## src/rtl/mmwp_pkg.sv

```systemverilog
// Shared constants, payload structs and queue entry types for the
// min/max waveform pyramid. No dependencies.
`timescale 1ns / 1ps
package mmwp_pkg;

   localparam int BASE_WINDOW  = 8;
   localparam int LEVELS       = 10;
   localparam int MAX_CHANNELS = 4;

   localparam int SAMPLE_W = 16;
   localparam int CH_W     = 2;
   localparam int LEVEL_W  = 4;
   localparam int CNT_W    = 3;

   localparam int FRAME_W    = (BASE_WINDOW > 1) ? $clog2(BASE_WINDOW) : 1;
   localparam int PAIR_DEPTH = (LEVELS > 1) ? (LEVELS - 1) * MAX_CHANNELS : 1;
   localparam int PAIR_AW    = (PAIR_DEPTH > 1) ? $clog2(PAIR_DEPTH) : 1;
   localparam int PAIR_W     = 2 * SAMPLE_W;

   localparam int JQ_DEPTH = 4;
   localparam int JQ_AW    = $clog2(JQ_DEPTH);
   localparam int OQ_DEPTH = 2;
   localparam int OQ_AW    = $clog2(OQ_DEPTH);

   localparam logic [CNT_W-1:0] CHANNEL_COUNT_RESET = 3'd2;

   localparam logic FUNC_SAMPLE = 1'b0;
   localparam logic FUNC_FLUSH  = 1'b1;

   localparam logic signed [SAMPLE_W-1:0] SAMPLE_MAX = 16'sh7FFF;
   localparam logic signed [SAMPLE_W-1:0] SAMPLE_MIN = 16'sh8000;

   typedef struct packed {
      logic                       func;
      logic signed [SAMPLE_W-1:0] sample;
   } req_type;

   typedef struct packed {
      logic [CH_W-1:0]            channel;
      logic [LEVEL_W-1:0]         level;
      logic signed [SAMPLE_W-1:0] min_value;
      logic signed [SAMPLE_W-1:0] max_value;
      logic                       last_of_run;
   } rsp_type;

   // One unit of back-end work: close a window point or flush one channel.
   typedef struct packed {
      logic                       is_flush;
      logic                       has_data;
      logic [CH_W-1:0]            channel;
      logic                       last;
      logic signed [SAMPLE_W-1:0] min_value;
      logic signed [SAMPLE_W-1:0] max_value;
   } job_type;

   typedef struct packed {
      logic    valid;
      job_type job;
   } jq_push_type;

   typedef struct packed {
      logic    empty;
      job_type head;
   } jq_status_type;

endpackage

```

## src/rtl/mmwp_front.sv

```systemverilog
// Front end: takes requests, stages frames, keeps per-channel running min/max
// and queues close/flush jobs. Depends on mmwp_pkg.
`timescale 1ns / 1ps
module mmwp_front (
   input  logic                          clock,
   input  logic                          reset,
   input  logic                          csr_we,
   input  logic [mmwp_pkg::CNT_W-1:0]    csr_wdata,
   input  logic                          req_push,
   output logic                          req_full,
   input  mmwp_pkg::req_type             req_data,
   output mmwp_pkg::jq_push_type         jq_push,
   input  logic                          jq_full
);

   typedef enum logic [1:0] {
      FS_ACCEPT = 2'b01,
      FS_PUSH   = 2'b10
   } front_state_type;

   front_state_type state_ff, state_in;
   logic [mmwp_pkg::CNT_W-1:0]   cnt_ff, cnt_in;
   logic [mmwp_pkg::CH_W-1:0]    pos_ff, pos_in;
   logic [mmwp_pkg::FRAME_W-1:0] frame_ff, frame_in;
   logic                         has_ff, has_in;
   logic                         flush_ff, flush_in;
   logic [mmwp_pkg::CH_W-1:0]    push_ch_ff, push_ch_in;
   logic signed [mmwp_pkg::SAMPLE_W-1:0] run_min_ff [mmwp_pkg::MAX_CHANNELS];
   logic signed [mmwp_pkg::SAMPLE_W-1:0] run_min_in [mmwp_pkg::MAX_CHANNELS];
   logic signed [mmwp_pkg::SAMPLE_W-1:0] run_max_ff [mmwp_pkg::MAX_CHANNELS];
   logic signed [mmwp_pkg::SAMPLE_W-1:0] run_max_in [mmwp_pkg::MAX_CHANNELS];
   logic signed [mmwp_pkg::SAMPLE_W-1:0] samp_ff [mmwp_pkg::MAX_CHANNELS];
   logic signed [mmwp_pkg::SAMPLE_W-1:0] samp_in [mmwp_pkg::MAX_CHANNELS];

   logic [mmwp_pkg::CNT_W-1:0] cc;
   logic [mmwp_pkg::CH_W-1:0]  cc_last;
   logic [mmwp_pkg::CH_W-1:0]  pos;
   logic                       accept;
   logic                       push_ok;

   // zero acts as one channel, anything above the maximum as the maximum
   always_comb begin
      if (cnt_ff == '0) begin
         cc = mmwp_pkg::CNT_W'(1);
      end else if (cnt_ff > mmwp_pkg::CNT_W'(mmwp_pkg::MAX_CHANNELS)) begin
         cc = mmwp_pkg::CNT_W'(mmwp_pkg::MAX_CHANNELS);
      end else begin
         cc = cnt_ff;
      end
   end

   assign cc_last  = mmwp_pkg::CH_W'(cc - mmwp_pkg::CNT_W'(1));
   assign pos      = (mmwp_pkg::CNT_W'(pos_ff) >= cc) ? '0 : pos_ff;
   assign req_full = (state_ff != FS_ACCEPT);
   assign accept   = req_push && !req_full;
   assign push_ok  = (state_ff == FS_PUSH) && !jq_full;

   always_comb begin
      jq_push.valid          = push_ok;
      jq_push.job.is_flush   = flush_ff;
      jq_push.job.has_data   = has_ff;
      jq_push.job.channel    = push_ch_ff;
      jq_push.job.last       = (push_ch_ff == cc_last);
      jq_push.job.min_value  = run_min_ff[push_ch_ff];
      jq_push.job.max_value  = run_max_ff[push_ch_ff];
   end

   always_comb begin
      logic signed [mmwp_pkg::SAMPLE_W-1:0] s;
      s          = '0;
      state_in   = state_ff;
      cnt_in     = cnt_ff;
      pos_in     = pos_ff;
      frame_in   = frame_ff;
      has_in     = has_ff;
      flush_in   = flush_ff;
      push_ch_in = push_ch_ff;
      run_min_in = run_min_ff;
      run_max_in = run_max_ff;
      samp_in    = samp_ff;
      if (csr_we) begin
         cnt_in   = csr_wdata;
         state_in = FS_ACCEPT;
         pos_in   = '0;
         frame_in = '0;
         has_in   = 1'b0;
         for (int c = 0; c < mmwp_pkg::MAX_CHANNELS; c++) begin
            run_min_in[c] = mmwp_pkg::SAMPLE_MAX;
            run_max_in[c] = mmwp_pkg::SAMPLE_MIN;
         end
      end else begin
         case (state_ff)
            FS_ACCEPT: begin
               if (accept) begin
                  if (req_data.func == mmwp_pkg::FUNC_FLUSH) begin
                     state_in   = FS_PUSH;
                     flush_in   = 1'b1;
                     push_ch_in = '0;
                  end else if (mmwp_pkg::CNT_W'(pos) + mmwp_pkg::CNT_W'(1) >= cc) begin
                     // frame complete: fold all staged samples into the window
                     pos_in = '0;
                     has_in = 1'b1;
                     for (int c = 0; c < mmwp_pkg::MAX_CHANNELS; c++) begin
                        s = (mmwp_pkg::CH_W'(c) == pos) ? req_data.sample : samp_ff[c];
                        if (mmwp_pkg::CNT_W'(c) < cc) begin
                           if (s < run_min_ff[c]) run_min_in[c] = s;
                           if (s > run_max_ff[c]) run_max_in[c] = s;
                        end
                     end
                     if (frame_ff == mmwp_pkg::FRAME_W'(mmwp_pkg::BASE_WINDOW - 1)) begin
                        frame_in   = '0;
                        state_in   = FS_PUSH;
                        flush_in   = 1'b0;
                        push_ch_in = '0;
                     end else begin
                        frame_in = mmwp_pkg::FRAME_W'(frame_ff + 1'b1);
                     end
                  end else begin
                     samp_in[pos] = req_data.sample;
                     pos_in       = mmwp_pkg::CH_W'(pos + 1'b1);
                  end
               end
            end
            FS_PUSH: begin
               if (!jq_full) begin
                  run_min_in[push_ch_ff] = mmwp_pkg::SAMPLE_MAX;
                  run_max_in[push_ch_ff] = mmwp_pkg::SAMPLE_MIN;
                  if (push_ch_ff == cc_last) begin
                     state_in = FS_ACCEPT;
                     has_in   = 1'b0;
                     if (flush_ff) begin
                        pos_in   = '0;
                        frame_in = '0;
                     end
                  end else begin
                     push_ch_in = mmwp_pkg::CH_W'(push_ch_ff + 1'b1);
                  end
               end
            end
            default: begin
               state_in = FS_ACCEPT;
            end
         endcase
      end
   end

   always_ff @(posedge clock) begin
      if (reset) begin
         state_ff <= FS_ACCEPT;
         cnt_ff   <= mmwp_pkg::CHANNEL_COUNT_RESET;
         pos_ff   <= '0;
         frame_ff <= '0;
         has_ff   <= 1'b0;
         flush_ff <= 1'b0;
         for (int c = 0; c < mmwp_pkg::MAX_CHANNELS; c++) begin
            run_min_ff[c] <= mmwp_pkg::SAMPLE_MAX;
            run_max_ff[c] <= mmwp_pkg::SAMPLE_MIN;
         end
      end else begin
         state_ff   <= state_in;
         cnt_ff     <= cnt_in;
         pos_ff     <= pos_in;
         frame_ff   <= frame_in;
         has_ff     <= has_in;
         flush_ff   <= flush_in;
         run_min_ff <= run_min_in;
         run_max_ff <= run_max_in;
      end
   end

   always_ff @(posedge clock) begin
      push_ch_ff <= push_ch_in;
      samp_ff    <= samp_in;
   end

endmodule

```

## src/rtl/mmwp_job_queue.sv

```systemverilog
// Short job queue between the front end and the pyramid back end.
// Depends on mmwp_pkg.
`timescale 1ns / 1ps
module mmwp_job_queue (
   input  logic                    clock,
   input  logic                    reset,
   input  mmwp_pkg::jq_push_type   jq_push,
   output logic                    jq_full,
   input  logic                    jq_pop,
   output mmwp_pkg::jq_status_type jq_status
);

   mmwp_pkg::job_type           q_ff [mmwp_pkg::JQ_DEPTH];
   logic [mmwp_pkg::JQ_AW-1:0]  wr_ff, wr_in;
   logic [mmwp_pkg::JQ_AW-1:0]  rd_ff, rd_in;
   logic [mmwp_pkg::JQ_AW:0]    cnt_ff, cnt_in;
   logic                        do_push;
   logic                        do_pop;

   assign jq_full          = (cnt_ff == (mmwp_pkg::JQ_AW + 1)'(mmwp_pkg::JQ_DEPTH));
   assign jq_status.empty  = (cnt_ff == '0);
   assign jq_status.head   = q_ff[rd_ff];
   assign do_push          = jq_push.valid && !jq_full;
   assign do_pop           = jq_pop && !jq_status.empty;

   always_comb begin
      wr_in  = do_push ? mmwp_pkg::JQ_AW'(wr_ff + 1'b1) : wr_ff;
      rd_in  = do_pop ? mmwp_pkg::JQ_AW'(rd_ff + 1'b1) : rd_ff;
      cnt_in = cnt_ff;
      if (do_push && !do_pop) begin
         cnt_in = (mmwp_pkg::JQ_AW + 1)'(cnt_ff + 1'b1);
      end else if (!do_push && do_pop) begin
         cnt_in = (mmwp_pkg::JQ_AW + 1)'(cnt_ff - 1'b1);
      end
   end

   always_ff @(posedge clock) begin
      if (reset) begin
         wr_ff  <= '0;
         rd_ff  <= '0;
         cnt_ff <= '0;
      end else begin
         wr_ff  <= wr_in;
         rd_ff  <= rd_in;
         cnt_ff <= cnt_in;
      end
   end

   always_ff @(posedge clock) begin
      if (do_push) begin
         q_ff[wr_ff] <= jq_push.job;
      end
   end

endmodule

```

## src/rtl/mmwp_back.sv

```systemverilog
// Back end: walks the pyramid levels of one job, one level per cycle unless a full
// result queue stalls it; keeps the pending pair store and result queue. Depends on mmwp_pkg.
`timescale 1ns / 1ps
module mmwp_back (
   input  logic                    clock,
   input  logic                    reset,
   input  logic                    clear,
   input  mmwp_pkg::jq_status_type jq_status,
   output logic                    jq_pop,
   output logic                    rsp_empty,
   input  logic                    rsp_pop,
   output mmwp_pkg::rsp_type       rsp_data
);

   typedef enum logic [1:0] {
      BS_IDLE = 2'b01,
      BS_RUN  = 2'b10
   } back_state_type;

   back_state_type state_ff, state_in;
   logic                          is_flush_ff, is_flush_in;
   logic                          last_ff, last_in;
   logic                          carry_ff, carry_in;
   logic [mmwp_pkg::CH_W-1:0]     ch_ff, ch_in;
   logic [mmwp_pkg::LEVEL_W-1:0]  lvl_ff, lvl_in;
   logic signed [mmwp_pkg::SAMPLE_W-1:0] mn_ff, mn_in, mx_ff, mx_in;
   logic                          valid_ff [mmwp_pkg::PAIR_DEPTH];
   logic                          valid_in [mmwp_pkg::PAIR_DEPTH];

   // pair store: {min, max} per level and channel
   logic [mmwp_pkg::PAIR_W-1:0]   pair_mem [mmwp_pkg::PAIR_DEPTH];
   logic [mmwp_pkg::PAIR_W-1:0]   rd_ff;
   logic                          byp_ff;
   logic [mmwp_pkg::PAIR_W-1:0]   byp_data_ff;
   logic [mmwp_pkg::PAIR_AW-1:0]  rd_addr, cur_addr;
   logic                          we;
   logic [mmwp_pkg::PAIR_W-1:0]   wdata;

   mmwp_pkg::rsp_type             oq_ff [mmwp_pkg::OQ_DEPTH];
   logic [mmwp_pkg::OQ_AW-1:0]    oq_wr_ff, oq_rd_ff;
   logic [mmwp_pkg::OQ_AW:0]      oq_cnt_ff;
   logic                          oq_full;
   logic                          oq_push, oq_pop;
   mmwp_pkg::rsp_type             res;

   logic                          running, top, cur_valid, emit, stall, step;
   logic                          done, start;
   logic [mmwp_pkg::PAIR_W-1:0]   pdata;
   logic signed [mmwp_pkg::SAMPLE_W-1:0] pmn, pmx, m_mn, m_mx;

   function automatic logic [mmwp_pkg::PAIR_AW-1:0] pair_addr(
      input logic [mmwp_pkg::LEVEL_W-1:0] level,
      input logic [mmwp_pkg::CH_W-1:0]    ch
   );
      logic [mmwp_pkg::PAIR_AW-1:0] a;
      if (32'(level) >= mmwp_pkg::LEVELS - 1) begin
         a = '0;
      end else begin
         a = mmwp_pkg::PAIR_AW'(32'(level) * mmwp_pkg::MAX_CHANNELS + 32'(ch));
      end
      return a;
   endfunction

   assign running   = (state_ff == BS_RUN);
   assign top       = (lvl_ff == mmwp_pkg::LEVEL_W'(mmwp_pkg::LEVELS - 1));
   assign cur_addr  = pair_addr(lvl_ff, ch_ff);
   assign cur_valid = !top && valid_ff[cur_addr];
   assign pdata     = byp_ff ? byp_data_ff : rd_ff;
   assign pmn       = pdata[mmwp_pkg::PAIR_W-1:mmwp_pkg::SAMPLE_W];
   assign pmx       = pdata[mmwp_pkg::SAMPLE_W-1:0];

   // with no carried point a pending pair passes through unchanged
   assign m_mn = (carry_ff && (mn_ff < pmn)) ? mn_ff : pmn;
   assign m_mx = (carry_ff && (mx_ff > pmx)) ? mx_ff : pmx;

   assign oq_full = (oq_cnt_ff == (mmwp_pkg::OQ_AW + 1)'(mmwp_pkg::OQ_DEPTH));
   assign emit    = running && carry_ff;
   assign stall   = emit && oq_full;
   assign step    = running && !stall;
   assign done    = is_flush_ff ? top : (top || !cur_valid);
   assign start   = !jq_status.empty && ((state_ff == BS_IDLE) || (step && done)) && !clear;
   assign jq_pop  = start;
   assign oq_push = emit && !stall;
   assign we      = step && !is_flush_ff && !top && !cur_valid;
   assign wdata   = {mn_ff, mx_ff};

   always_comb begin
      res.channel     = ch_ff;
      res.level       = lvl_ff;
      res.min_value   = mn_ff;
      res.max_value   = mx_ff;
      res.last_of_run = last_ff && done;
   end

   always_comb begin
      if (start) begin
         rd_addr = pair_addr('0, jq_status.head.channel);
      end else if (step && !done) begin
         rd_addr = pair_addr(mmwp_pkg::LEVEL_W'(lvl_ff + 1'b1), ch_ff);
      end else begin
         rd_addr = cur_addr;
      end
   end

   always_comb begin
      state_in    = state_ff;
      is_flush_in = is_flush_ff;
      last_in     = last_ff;
      carry_in    = carry_ff;
      ch_in       = ch_ff;
      lvl_in      = lvl_ff;
      mn_in       = mn_ff;
      mx_in       = mx_ff;
      valid_in    = valid_ff;
      if (clear) begin
         state_in = BS_IDLE;
         for (int i = 0; i < mmwp_pkg::PAIR_DEPTH; i++) valid_in[i] = 1'b0;
      end else begin
         if (step && !top) begin
            if (cur_valid) begin
               valid_in[cur_addr] = 1'b0;
            end else if (!is_flush_ff) begin
               valid_in[cur_addr] = 1'b1;
            end
         end
         if (start) begin
            state_in    = BS_RUN;
            is_flush_in = jq_status.head.is_flush;
            last_in     = jq_status.head.last;
            carry_in    = !jq_status.head.is_flush || jq_status.head.has_data;
            ch_in       = jq_status.head.channel;
            lvl_in      = '0;
            mn_in       = jq_status.head.min_value;
            mx_in       = jq_status.head.max_value;
         end else if (step && done) begin
            state_in = BS_IDLE;
         end else if (step) begin
            lvl_in   = mmwp_pkg::LEVEL_W'(lvl_ff + 1'b1);
            carry_in = carry_ff || cur_valid;
            if (cur_valid) begin
               mn_in = m_mn;
               mx_in = m_mx;
            end
         end
      end
   end

   always_ff @(posedge clock) begin
      if (reset) begin
         state_ff <= BS_IDLE;
         for (int i = 0; i < mmwp_pkg::PAIR_DEPTH; i++) valid_ff[i] <= 1'b0;
      end else begin
         state_ff <= state_in;
         valid_ff <= valid_in;
      end
   end

   always_ff @(posedge clock) begin
      is_flush_ff <= is_flush_in;
      last_ff     <= last_in;
      carry_ff    <= carry_in;
      ch_ff       <= ch_in;
      lvl_ff      <= lvl_in;
      mn_ff       <= mn_in;
      mx_ff       <= mx_in;
   end

   // registered read; a write to the slot being read is forwarded
   always_ff @(posedge clock) begin
      if (we) begin
         pair_mem[cur_addr] <= wdata;
      end
      rd_ff       <= pair_mem[rd_addr];
      byp_data_ff <= wdata;
   end

   always_ff @(posedge clock) begin
      if (reset) begin
         byp_ff <= 1'b0;
      end else begin
         byp_ff <= we && (cur_addr == rd_addr);
      end
   end

   // result queue
   assign rsp_empty = (oq_cnt_ff == '0);
   assign rsp_data  = oq_ff[oq_rd_ff];
   assign oq_pop    = rsp_pop && !rsp_empty;

   always_ff @(posedge clock) begin
      if (reset) begin
         oq_wr_ff  <= '0;
         oq_rd_ff  <= '0;
         oq_cnt_ff <= '0;
      end else begin
         if (oq_push) oq_wr_ff <= mmwp_pkg::OQ_AW'(oq_wr_ff + 1'b1);
         if (oq_pop) oq_rd_ff <= mmwp_pkg::OQ_AW'(oq_rd_ff + 1'b1);
         if (oq_push && !oq_pop) begin
            oq_cnt_ff <= (mmwp_pkg::OQ_AW + 1)'(oq_cnt_ff + 1'b1);
         end else if (!oq_push && oq_pop) begin
            oq_cnt_ff <= (mmwp_pkg::OQ_AW + 1)'(oq_cnt_ff - 1'b1);
         end
      end
   end

   always_ff @(posedge clock) begin
      if (oq_push) begin
         oq_ff[oq_wr_ff] <= res;
      end
   end

endmodule

```

## src/rtl/minmax_waveform_pyramid_unit.sv

```systemverilog
// Top level of the min/max waveform pyramid: front end, job queue, back end.
// Depends on mmwp_pkg, mmwp_front, mmwp_job_queue, mmwp_back.
//
//   channel   ports                          direction  handshake
//   request   req_push, req_full, req_data   in         push & !full
//   response  rsp_pop, rsp_empty, rsp_data   out        pop & !empty
//   csr       csr_we, csr_wdata              in         we, no wait
//
// A sample request is taken every cycle except when a window closes or a flush
// arrives: the front end then queues one job per active channel before it takes
// more. The back end walks one pyramid level per cycle; a close job stops at the
// first empty pair slot or the top level, a flush job at the top level. Results
// wait in a 2-entry queue; a full queue stalls the back end, a full job queue
// stalls the front end. Reset is synchronous; no clearing pass.
`timescale 1ns / 1ps
module minmax_waveform_pyramid_unit (
   input  logic                        clock,
   input  logic                        reset,
   input  logic                        req_push,
   output logic                        req_full,
   input  mmwp_pkg::req_type           req_data,
   output logic                        rsp_empty,
   input  logic                        rsp_pop,
   output mmwp_pkg::rsp_type           rsp_data,
   input  logic                        csr_we,
   input  logic [mmwp_pkg::CNT_W-1:0]  csr_wdata
);

   mmwp_pkg::jq_push_type   jq_push;
   mmwp_pkg::jq_status_type jq_status;
   logic                    jq_full;
   logic                    jq_pop;

   mmwp_front u_front (
      .clock     (clock),
      .reset     (reset),
      .csr_we    (csr_we),
      .csr_wdata (csr_wdata),
      .req_push  (req_push),
      .req_full  (req_full),
      .req_data  (req_data),
      .jq_push   (jq_push),
      .jq_full   (jq_full)
   );

   mmwp_job_queue u_job_queue (
      .clock     (clock),
      .reset     (reset),
      .jq_push   (jq_push),
      .jq_full   (jq_full),
      .jq_pop    (jq_pop),
      .jq_status (jq_status)
   );

   mmwp_back u_back (
      .clock     (clock),
      .reset     (reset),
      .clear     (csr_we),
      .jq_status (jq_status),
      .jq_pop    (jq_pop),
      .rsp_empty (rsp_empty),
      .rsp_pop   (rsp_pop),
      .rsp_data  (rsp_data)
   );

endmodule
```

## config.mk

```make
export PLATFORM = sky130hd
export DESIGN_NAME = minmax_waveform_pyramid_unit
export DESIGN_NICKNAME = d
export VERILOG_FILES = /design/src/rtl/mmwp_pkg.sv /design/src/rtl/mmwp_front.sv /design/src/rtl/mmwp_job_queue.sv /design/src/rtl/mmwp_back.sv /design/src/rtl/minmax_waveform_pyramid_unit.sv
export SDC_FILE = /design/constraint.sdc
export NUM_CORES = 2
export LEC_CHECK = 0
export ABC_AREA = 1
export ABC_CLOCK_PERIOD_IN_PS = 9500
export BUFFER_PORTS_ARGS = -buffer_cell sky130_fd_sc_hd__buf_4
export CAP_MARGIN = 20
export CORE_MARGIN = 2
export CORE_UTILIZATION = 59
export CTS_BUF_LIST = sky130_fd_sc_hd__clkbuf_16
export CTS_CLUSTER_SIZE = 16
export DETAILED_ROUTE_END_ITERATION = 16
export HOLD_SLACK_MARGIN = 0.15
export PLACE_DENSITY = 0.75
export SYNTH_ARGS = -nofsm -noshare
export SYNTH_HDL_FRONTEND = slang
export SYNTH_HIERARCHICAL = 1
export SYNTH_SLANG_ARGS = --single-unit
```

## constraint.sdc

```tcl
create_clock -name clock -period 9.5 [get_ports clock]
set_input_delay 2.375 -clock clock [delete_from_list [all_inputs] [get_ports clock]]
set_output_delay 2.375 -clock clock [all_outputs]
set_load 0.02 [all_outputs]
```

# Word level (Yosys, flattened, before mapping)
# Memories as Yosys holds them, arrays and structs flattened. A register that Yosys moved wholly into a read port is not among the register bits.
# Index checks and enable logic that the tools add are counted.
[totals] regBits=329 ram_bits=1378 mem_count=3
[memory_table] name="u_back.pair_mem" depth=36 word_bits=32 rd=1 rd_clocked_by_memory_dff=1 wr=1 line="mmwp_back.sv:31" source="logic [mmwp_pkg::PAIR_W-1:0] pair_mem [mmwp_pkg::PAIR_DEPTH];"
[memory_table] name="u_job_queue.q_ff" depth=4 word_bits=37 rd=1 rd_clocked_by_memory_dff=1 wr=1 line="mmwp_job_queue.sv:13" source="mmwp_pkg::job_type q_ff [mmwp_pkg::JQ_DEPTH];"
[memory_table] name="u_back.oq_ff" depth=2 word_bits=39 rd=1 rd_clocked_by_memory_dff=1 wr=1 line="mmwp_back.sv:39" source="mmwp_pkg::rsp_type oq_ff [mmwp_pkg::OQ_DEPTH];"
[op_classes] n_addsub=16 n_lt_le_gt_ge=25 n_eq_ne=39 n_mux=126 bitwise_logic=15 reduce_logical=81
[op_table] operator="16-bit 2-to-1 mux" count=36
[op_table] operator="64-bit 2-to-1 mux" count=8
[op_table] operator="64-bit case mux with 2 select lines" count=2
[op_table] operator="16-bit greater-than comparator" count=5
[op_table] operator="16-bit less-than comparator" count=5
[op_table] operator="36-bit 2-to-1 mux" count=2
[op_table] operator="7-bit AND reduction" count=10
[op_table] operator="16-bit binary-select mux with 2-bit select" count=2
[op_table] operator="64-bit bitwise mux" count=1
[op_table] operator="16-bit demux with 2-bit select" count=2
[op_table] operator="60-bit bitwise AND" count=1
[op_table] operator="60-bit inverter" count=1
[op_table] operator="60-bit OR" count=1
[op_table] operator="2-bit 2-to-1 mux" count=25
[op_table] operator="36-bit bitwise AND" count=1
[op_table] operator="36-bit inverter" count=1
[op_table] operator="36-bit OR" count=1
[op_table] operator="2-bit by 1-bit != test with 1-bit output (second input constant)" count=17
[op_table] operator="3-bit 2-to-1 mux" count=11
[op_table] operator="32-bit 2-to-1 mux" count=1
[op_table] operator="1-bit logical AND" count=29
[op_table] operator="5-bit AND reduction" count=5
[op_table] operator="6-bit 2-to-1 mux" count=4
[op_table] operator="1-bit 2-to-1 mux" count=23
[op_table] operator="other kinds (49)" count=108

# Longest topological paths before layout
[depth] word_depth=18 ltp_mapped=34

# Hierarchy
# Netlist, hierarchy kept.
[modules_own_cells] module="mmwp_back" instances=1 cells_each=5430 area_per_inst_um2=59204.3 seq_area_each_um2=40328.7
[modules_own_cells] module="mmwp_front" instances=1 cells_each=2013 area_per_inst_um2=13948.4 seq_area_each_um2=4784.6
[modules_own_cells] module="mmwp_job_queue" instances=1 cells_each=428 area_per_inst_um2=5975.7 seq_area_each_um2=4624.4

# Worst setup path after synthesis
# No wires, ideal clock.
[synth_path] path_type="flip-flop to flip-flop" from="register u_back/lvl_ff[1] (netlist bit)" to="memory u_back/pair_mem[10][0] (netlist bit), enable pin" setup_time_ps=461 t_arrival_ps=4287 required_time_ps=9039 slack_ps=4752 stages_incl_launch_ff=16 n_path_buf=1 path_cell_list="edfxtp_1 > inv_1 > ha_1 > nand3_2 > nand2_4 > nand2_1 > nor2_1 > nand3_1 > nand2_1 > o21ai_1 > nand3_1 > o21bai_2 > inv_1 > nand2_1 > clkbuf_1 > nor3_1"
[synth_between] elab_chain_len=11 elab_cells_between_ends=15 classes_between="1 x add/sub; 1 x order compare; 1 x eq/ne; 6 x mux; 1 x bitwise; 5 x reduce/logical"
[synth_rtl] element="from (decl)" line="mmwp_back.sv:25" source="logic [mmwp_pkg::LEVEL_W-1:0] lvl_ff, lvl_in;"
[synth_rtl] element="from (signal assigned)" line="mmwp_back.sv:163" source="lvl_ff <= lvl_in;"
[synth_rtl] element="6-bit by 2-bit adder with 6-bit output or 4-bit greater-or-equal comparator (tied branches)" line="mmwp_back.sv:59, mmwp_back.sv:56"
[synth_rtl] element="6-bit 2-to-1 mux" line="mmwp_back.sv:56" source="if (32'(level) >= mmwp_pkg::LEVELS - 1) begin"
[synth_rtl] element="6-bit inverter with 7-bit output (implied by the code)" line="mmwp_back.sv:67" source="assign cur_valid = !top && valid_ff[cur_addr];"
[synth_rtl] element="1-bit binary-select mux with 6-bit select" line="mmwp_back.sv:67"
[synth_rtl] element="1-bit 2-to-1 mux (implied by the code) (2 in a row)" line="mmwp_back.sv:67"
[synth_rtl] element="1-bit logical AND" line="mmwp_back.sv:67"
[synth_rtl] element="1-bit logical NOT" line="mmwp_back.sv:84" source="assign we = step && !is_flush_ff && !top && !cur_valid;"
[synth_rtl] element="1-bit logical AND" line="mmwp_back.sv:84"
[synth_rtl] element="1-bit 2-to-1 mux" line="mmwp_back.sv:170" source="if (we) begin"
[synth_rtl] element="1-bit 2-to-1 mux (implied by the code)" line="mmwp_back.sv:171" source="pair_mem[cur_addr] <= wdata;"
[synth_rtl] element="to (decl)" line="mmwp_back.sv:31"
# Several ways; a longest one is shown, not always the timed one. The select of a mux whose other input is x is not followed.

# Worst setup path in the final report
[layout_path] from="register u_front/cnt_ff[1] (netlist bit)" to="register u_front/run_max_ff[52] (netlist bit)"
[layout_between] elab_chain_len=13 elab_cells_between_ends=22 classes_between="1 x add/sub; 5 x order compare; 3 x eq/ne; 10 x mux; 3 x reduce/logical"
[layout_rtl] element="from (decl)" line="mmwp_front.sv:22" source="logic [mmwp_pkg::CNT_W-1:0] cnt_ff, cnt_in;"
[layout_rtl] element="from (signal assigned)" line="mmwp_front.sv:150" source="cnt_ff <= mmwp_pkg::CHANNEL_COUNT_RESET;"
[layout_rtl] element="from (signal assigned)" line="mmwp_front.sv:161" source="cnt_ff <= cnt_in;"
[layout_rtl] element="3-bit greater-than comparator" line="mmwp_front.sv:45" source="end else if (cnt_ff > mmwp_pkg::CNT_W'(mmwp_pkg::MAX_CHANNELS)) begin"
[layout_rtl] element="3-bit 2-to-1 mux" line="mmwp_front.sv:45"
[layout_rtl] element="3-bit 2-to-1 mux (*)" line="mmwp_front.sv:43" source="if (cnt_ff == '0) begin"
[layout_rtl] element="parallel branches: the longest is 10 deep, another holds 16-bit greater-than comparator"
[layout_rtl] element="to (signal, indexed assignment)" line="mmwp_front.sv:157" source="run_max_ff[c] <= mmwp_pkg::SAMPLE_MIN;"
[layout_rtl] element="to (signal assigned)" line="mmwp_front.sv:167" source="run_max_ff <= run_max_in;"
[layout_rtl] element="to (decl)" line="mmwp_front.sv:30" source="logic signed [mmwp_pkg::SAMPLE_W-1:0] run_max_ff [mmwp_pkg::MAX_CHANNELS];"
# Every way passes the cells marked *. The select of a mux whose other input is x is not followed.
# A chain may end at the register's enable or synchronous reset.

==> flow_metrics.py <==
metrics = {
    "power_and_ir_drop": {
        "powerDensity_nw_per_um2": 176.4,
        "power.total_mw": 15.30,
        "irDropWorstVdd_uv": 202.3,
        "p_leak_nw": 35.34,
    },
    "run_status": {
        "status": "finished, final reports clean",
    },
    "synth": {
        "syn_area_sq_um": 79130,
        "ys_seq_area_frac": 0.6286,
        "synth_top_area_share": 0.5635,
        "synthArstFlopShare": 0,
        "synth_ff_type": "edfxtp_1",
        "synthTopCellsByArea": "edfxtp_1 (56%), nand3_1 (8.0%), nand2_1 (7.8%), dfxtp_1 (6.5%), inv_1 (5.3%)",
        "synth.ff_latch_count": 1742,
        "synth_area_per_cell_sq_um": 10.05,
        "yosys_warnings": 6,
        "synth_edf_count": 1485,
        "yosysUniqueCellTypes": 57,
        "syn_inst": 7871,
        "yosysTopAreaCell": "edfxtp_1",
        "synthesis.nets": 8077,
    },
    "placed_design": {
        "port_buffers": 65,
        "pre_cts_ws_ns": 3.546,
        "gp_congestion": 0.9356,
        "hpwl_um": 127600,
    },
    "min_path": {
        "hold_depth": 2,
        "hold_path_class": "flop to flop",
    },
    "clock_network": {
        "root_buffer": "clkbuf_16",
        "hold_buffers": 0,
        "ctsHtreeMaxLevel": 4,
        "cts.sinks": 1742,
        "clockBufferDepth": 3,
        "clk_pin_slew_ns": 0.07,
        "cts_tree": "yes",
        "post_cts_resized": 0,
        "clock_latency_ns": 0.82,
        "post_cts_buffers": 0,
        "cts_buffers": 174,
    },
    "global_route": {
        "grt_pass1_vias": 54660,
        "grt_max_degree": 154,
        "grt-ovfl-total": 0,
        "antenna_found_initial": 6,
        "grt_pass1_wl_um": 335800,
        "gr-usage-all-layers": 0.3276,
    },
    "worst_setup_path": {
        "path_delay_family": "compound AO/OA/AOI/OAI gates",
        "worstPathMaxFanout": 25,
        "worstSetupPathType": "flop to flop",
        "r2r-end": "u_front/run_max_ff[52]",
        "reg2regPathDepth": 24,
        "crit_path_end_kind": "flop",
        "critPathBufInv": 5,
        "startpoint_type": "flop",
        "crit_top_cell": "nand2_1",
        "cp.arrival_ns": 6.69,
        "crit_path_start": "u_front/cnt_ff[1]",
        "critPathMaxStageDelay_ns": 1.00,
        "reg2reg_slack_ns": 3.46,
        "r2r-start": "u_front/cnt_ff[1]",
        "cp_cell_sequence": "inv_1, o21ai_0, inv_1, ha_1, o21ai_0, a21oi_1, nor2_1, inv_1, ha_1, inv_1, o21ai_0, ha_1, nand2_1, inv_1, o21ai_0, a21oi_1, nor2_1, nand3_1, nand2_1, nand2_1, nand2_1, nand2_1, nand2_1, a21oi_1",
        "critPathSlowestCell": "o21ai_0",
        "worstPathRequired_ns": 10.15,
    },
    "routing": {
        "wl_per_cell_um": 23.30,
        "drc": 0,
        "antenna_left": 0,
        "firstDrtPassIters": 6,
        "vias": 58740,
        "routed_wl_um": 227100,
        "drtIter0Drc": 9180,
        "viasPerCell": 6.027,
    },
    "timing": {
        "tightestPinTransition_ns": 1.171,
        "clock_skew_ns": 0.06681,
        "finalSetupTns_ns": 0,
        "max_freq_mhz": 165.7,
        "finalCritPeriodShare": 0.6353,
        "fin_crit_ns": 6.035,
        "rsz0062_at_grt": "no",
        "finalSetupViolCount": 0,
        "max-slew-margin-rel": 0.2108,
        "drv_slew": 0,
        "layout_setup_ws_ns": 3.465,
        "hold_violations": 0,
    },
    "final_layout": {
        "fin_util": 0.6508,
        "final_cell_mix": "nand2_1 (1,634), edfxtp_1 (1,485), nand3_1 (1,270), inv_1 (1,164), o21ai_0 (364)",
        "drive_above_1_share": 0.07223,
        "nets": 8027,
        "syn2layout_area_growth_pct": 9.630,
        "final_common_cell": "nand2_1",
    },
    "floorplanning": {
        "dieArea_sq_um": 137100,
        "num_rows": 134,
        "die_h_um": 370.2,
        "start_util": 0.5937,
        "core_area_sq_um": 133300,
        "ioPinCount": 66,
        "die_x_um": 370.2,
    },
    "flow_run": {
        "cap_violations": 0,
    },
}
final cells by class:
type	instances	area [sq um]
sequential	1742	49740
fill	10070	46540
multi-input combinational	4564	23340
clock buffer	176	4404
inverter	1137	4280
tap	1768	2212
timing repair buffer	202	1722
clock inverter	154	1041
antenna	2	5.005
cell families after synthesis:
kind of cell	after synthesis	synth area share
simple gates	3490	0.1966
mux	71	0.009614
fa+ha+maj	181	0.02872
compound gates	816	0.05538
buf+inv	1565	0.08048
xor+xnor	6	0.0006641
flops	1742	0.6286
worst max-delay path by stage:
| stage | end | slack, ns | cells after the start |
|---|---|---|---|
| final | u_front/run_max_ff[52] | 3.46 | 24 |
| after global routing | u_front/run_max_ff[52] | 3.15 | 24 |
| after CTS | u_front/run_max_ff[52] | 3.70 | 24 |
| after detailed placement | u_back/rd_ff[16] | 3.55 | 15 |
| after global placement | u_back/rd_ff[16] | 3.62 | 15 |
| after floorplan | u_back/pair_mem[10][0] | 4.75 | 15 |
sequential cells by signal, summed over array words and instances (netlist names), 4 cells and up, named ones only:
register            count
u_back/oq_ff           78
u_job_queue/q_ff      148
u_back/rd_ff           32
u_back/pair_mem      1152
u_back/mn_ff           16
u_back/mx_ff           16
u_front/run_max_ff     64
u_front/run_min_ff     64
u_back/byp_data_ff     32
u_front/samp_ff        64
u_back/lvl_ff           4
power breakdown:
group,switching (mW),internal [mW],leakage [nW],total [mW]
Sequential,0.0194,8.21,15.5,8.23
Combinational,0.365,0.151,17.1,0.516
Clock,2.97,3.58,2.82,6.55
synth_stat cells (21+ instances only):
cell type	n
buf_1	33
nor2_1	329
o22ai_1	70
nand2_1	1639
o21ai_1	36
inv_1	1123
o21ai_0	364
clkbuf_1	173
buf_4	34
mux2i_1	31
mux2_2	40
dfxtp_1	257
ha_1	180
nand3_1	1270
nor3_1	40
a22oi_1	26
nand3b_1	164
a21oi_1	270
edfxtp_1	1485
buf_6	21
buf_2	166
through the flow:
stage          hold WS (ns)  instances  instance area, sq um
5_1_grt              0.4715       9743                 86740
2_1_floorplan        0.4236       7871                 79130
4_1_cts              0.4520       9739                 86650
3_5_place_dp         0.4432       9409                 81210
3_3_place_gp         0.4347       9408                 81180
6_report             0.4531       9745                 86750
tightest hold or removal path: cells and delay by family (launching register included):
family	cells	cell delay (ns)
AOI/OAI and AO/OA	1	0.05
buffers and inverters	1	0.05
DFF	1	0.32
per-layer routing:
layer | vias to the layer above | global-route usage | part of all wire
met2 | 3762 | 0.4862 | 0.44
met3 | 595 | 0.07527 | 0.13
met5 | - | 0 | 0.00022
li1 | 26450 | - | -
met1 | 27920 | 0.4614 | 0.38
met4 | 4 | 0.1492 | 0.048
Power figures use the tool's default switching activity.
